===== config.mk =====
export PLATFORM = sky130hd
export DESIGN_NAME = fpmt_walk
export DESIGN_NICKNAME = d
export VERILOG_FILES = /design/src/rtl/fpmt_pkg.sv /design/src/rtl/fpmt_walk.sv
export SDC_FILE = /design/constraint.sdc
export NUM_CORES = 1
export LEC_CHECK = 0
export BUFFER_PORTS_ARGS = -buffer_cell sky130_fd_sc_hd__buf_2
export CAP_MARGIN = 20
export CORE_MARGIN = 10
export CORE_UTILIZATION = 47
export DETAILED_ROUTE_END_ITERATION = 10
export PLACE_DENSITY = 0.8
export SYNTH_ARGS = -nofsm -noshare
export SYNTH_HDL_FRONTEND = slang
export SYNTH_SLANG_ARGS = --single-unit

===== constraint.sdc =====
create_clock -name vclk -period 2.6
set_clock_uncertainty 0.15 [all_clocks]
set_input_delay 0 -clock vclk [all_inputs]
set_output_delay 0 -clock vclk [all_outputs]
set_load 0.05 [all_outputs]

===== src/rtl/fpmt_pkg.sv =====
// ----------------------------------------------------------------------------
// fpmt_pkg
// Shared types and constants of the prefix-maximum table.
// ----------------------------------------------------------------------------
package fpmt_pkg;

    // Table geometry
    localparam int ENTRIES = 1024;
    localparam int ADDR_W  = (ENTRIES > 1) ? $clog2(ENTRIES) : 1;
    // Walk index holds one bit more: an upward step may leave the table
    localparam int WALK_W  = ADDR_W + 1;

    // Field widths
    localparam int MODE_W  = 1;
    localparam int INDEX_W = 10;
    localparam int DATA_W  = 32;
    localparam int SIZE_W  = 11;

    // Width for comparisons against the active size and the table depth
    localparam int CMP_W   = (WALK_W > SIZE_W) ? WALK_W : SIZE_W;

    // Reset contents of every node and the start of a query's running maximum
    localparam logic signed [DATA_W-1:0] NODE_RESET = -32'sd1;

    // Reset value of the active size
    localparam logic [SIZE_W-1:0] SIZE_RESET = 11'd1024;

    // Operation codes
    localparam logic [MODE_W-1:0] MODE_UPDATE = 1'b0;
    localparam logic [MODE_W-1:0] MODE_QUERY  = 1'b1;

    // Controller states
    typedef enum logic [2:0] {
        ST_CLEAR,
        ST_IDLE,
        ST_WALK,
        ST_DONE
    } state_t;

    // One step of a tree walk
    typedef struct packed {
        logic [WALK_W-1:0] nxt;
        logic              go;
    } walk_step_t;

endpackage


===== src/rtl/fpmt_walk.sv =====
// ----------------------------------------------------------------------------
// fpmt_walk
// Next-node logic of the tree walk: upward for updates, downward for queries.
// ----------------------------------------------------------------------------
module fpmt_walk
(
    input  logic [fpmt_pkg::WALK_W-1:0] cur,
    input  logic                        query,
    input  logic [fpmt_pkg::CMP_W-1:0]  limit,
    output fpmt_pkg::walk_step_t        step
);

    logic [fpmt_pkg::WALK_W-1:0] inc;
    logic [fpmt_pkg::WALK_W-1:0] up;
    logic [fpmt_pkg::WALK_W-1:0] down;

    assign inc  = cur + fpmt_pkg::WALK_W'(1);
    assign up   = cur | inc;
    assign down = cur & inc;

    // Pick the covering node above, or the next disjoint range below
    always_comb
    begin
        if (query)
        begin
            step.nxt = down - fpmt_pkg::WALK_W'(1);
            step.go  = (down != '0);
        end
        else
        begin
            step.nxt = up;
            step.go  = (fpmt_pkg::CMP_W'(up) < limit);
        end
    end

endmodule


Yosys cells after proc, flatten, opt, wreduce, memory -nomap -nowiden

Cells that the tools add are included.

Reduce and logical (&&, ||, !) cells: 1
Add/sub/neg operators: 2
Muxes and demuxes: 1
Bitwise logic cells: 2
$lt $le $gt $ge: 1

Operators by type and width:

| kind                                                | number |
|---|---|
| two-way mux 12 bit                                  | 1 |
| adder 11 x 1 -> 11 bit (second input constant)      | 1 |
| AND 11 bit                                          | 1 |
| less-than comparator 11 bit                         | 1 |
| OR 11 bit                                           | 1 |
| nonzero test 11 bit                                 | 1 |
| subtractor 11 x 1 -> 11 bit (second input constant) | 1 |

Flip-flop bits (word level): 0
Output and inout port bits: 12

Longest topological paths before layout

Word-level depth: 4
Gate-level depth with buffers: 12
Depth with buffers taken out: 11

Worst setup path after synthesis

No wires, ideal clock.

Kind: input -> output
Start: input cur[2] (netlist bit)
End: output step[11] (netlist bit)
Cell stages on the path: 6
Arrival: 2.459 ns
Path slack: -0.009 ns
Path through: buf_4 > or2_1 > nor3_2 > o211ai_2 > nor3b_1 > nor4_1

RTL lines:

| item               | line            | source |
|---|---|---|
| start: declaration | fpmt_walk.sv:7  | `input logic [fpmt_pkg::WALK_W-1:0] cur,` |
| end: declaration   | fpmt_walk.sv:10 | `output fpmt_pkg::walk_step_t step` |

==> reports/metrics.csv <==
metric;value;unit
fin crit period;2.37;ns
DR WL/cell;12.6;um
Die H;60.4;um
Max Slew Vio Count;0;
routed via count;868;
Netlist Area Pre-Place;766;um2
Initial Util;0.502;
total grt overflow;0;
max_cap viols;0;
Setup TNS Final;0;ns
Post-Syn Instances;119;
cts repair resizes;0;
# fillers;140;
syn avg cell area;6.43;um2
post-CTS setup buffers;0;
final net count;177;
Non-Filler Instances;158;
RSZ-0062 raised after global routing;no;
Synth area leader;ha_1;
Max VDD drop;0.0845;mV
core area;1520;um2
fin crit share;0.910;
CTS Hold Buffers Added;0;
seq_cells;0;
Crit Path Category;in -> out;
DRT Wirelength;1990;um
crit path max fanout;10;
Pre-Repair DR Iteration Count;5;
CP Launch Type;input port;
post-synth top area share;0.163;
die area;3640;um2
GRT Resource Usage Total;0.105;
pin count of the biggest net entering global routing;13;
ranking of synthesized cells by area;ha_1 (16%), inv_1 (7.8%), a21oi_1 (7.2%);
first-pass GRT wire length;3290;um
layout cells sized above 1;0.310;
placed cell count;158;
Initial DRC Count;9;
sequential area share after synthesis;0;
final hold violations;0;
Seq. cell area;0;um2
leakage;0.444;nW
area delta synth->final;16.0;%
hold crit path type;in -> out;
syn nets;152;
Port-buffer cells;33;
Die W;60.4;um
number of routed nets with antenna violations;0;
vias in the first global route;812;
antenna fix cells;0;
initial antenna violation count;0;
most frequent cell after synthesis;inv_1;
gpl congestion;0.829;
Fmax;422;MHz
Post-DP HPWL;1710;um
synth warn;0;
Yosys cell types;39;
Boundary Pins;35;
PwrDens;208;nW/um2
clk_buf instances;0;
vias per cell;5.49;
CP arrival;2.22;ns
outcome;finished, final reports clean;
Synth top cells by count;inv_1 (16), a21oi_1 (11), ha_1 (10), nand2_1 (10), o21ai_0 (9);
Post-route DRC;0;
CP Capture Type;output port;
row cnt;14;
Req. time, crit path;2.45;ns
Final Setup Violations;0;
[layout make-up]
type | instances | area, um2 | share of cell area
tap | 16 | 20.0 | 0.0225
inverter | 16 | 60.1 | 0.0676
timing repair buffer | 33 | 165 | 0.186
multi-input combinational | 93 | 643 | 0.724
[cells in the final DEF, fill, tap and decap left out, types with 2 or more instances in the layout]
| cell | instances |
|---|---|
| inv_1 | 16 |
| xnor2_1 | 3 |
| or2_2 | 3 |
| nor2b_1 | 2 |
| nor4_1 | 2 |
| ha_1 | 10 |
| o21a_1 | 3 |
| a2111oi_0 | 2 |
| o21ai_0 | 9 |
| buf_2 | 33 |
| a31oi_1 | 2 |
| nand2_1 | 10 |
| nor2_1 | 7 |
| nor3b_1 | 2 |
| a21oi_1 | 11 |
| nor3_1 | 2 |
| nand3_1 | 5 |
[where the power goes]
group          leakage (nW)  internal, mW  switching (mW)
Clock                     0             0               0
Combinational         0.444        0.0615           0.123
Sequential                0             0               0
Total                 0.444        0.0615           0.123
[final timing paths]
path	to	startpoint	slack, ns	cells after the start
worst max-delay path	step[0]	cur[3]	0.23	12
worst min-delay path	step[10]	cur[9]	0.29	3
[per-layer routing]
metal / GRT usage / wire length (um) / vias up
li1: - / - / 463
met1: 0.122 / 872 / 383
met2: 0.200 / 960 / 22
met3: 0.0230 / 162 / 0
met4: 0 / 0 / 0
met5: 0 / 0 / -
[critical path: stages]
cell and delay [ns]:
buf_2 0.18, nand3_1 0.14, nor2_1 0.33, nand3_1 0.20
o21ai_0 0.22, ha_1 0.28, a21oi_1 0.14, o21ai_0 0.09
a21oi_1 0.13, nor2_1 0.05, a31oi_1 0.15, buf_2 0.29
[per-stage QoR]
step | worst slack, ns | instance area, um2 | util | power [mW] | hold slack (ns)
after floorplan | 0.211 | 772 | - | 0.147 | 0.143
after global placement | 0.325 | 888 | 0.583 | 0.181 | 0.284
after detailed placement | 0.284 | 888 | 0.583 | 0.185 | 0.290
after CTS | 0.263 | 888 | 0.583 | 0.186 | 0.292
after global routing | 0.0345 | 888 | 0.583 | 0.204 | 0.323
final | 0.233 | 888 | 0.583 | 0.185 | 0.292
[cells by family (layout without fill, tap and decap cells)]
logic type,after synthesis,after routing,synth area share
fa+ha+maj,10,10,0.163
mux,1,1,0.0131
buf+inv,26,49,0.168
xor+xnor,3,3,0.0343
compound gates,38,38,0.343
other cells,1,1,0.00490
simple gates,40,40,0.273
Power figures use the tool's default switching activity.
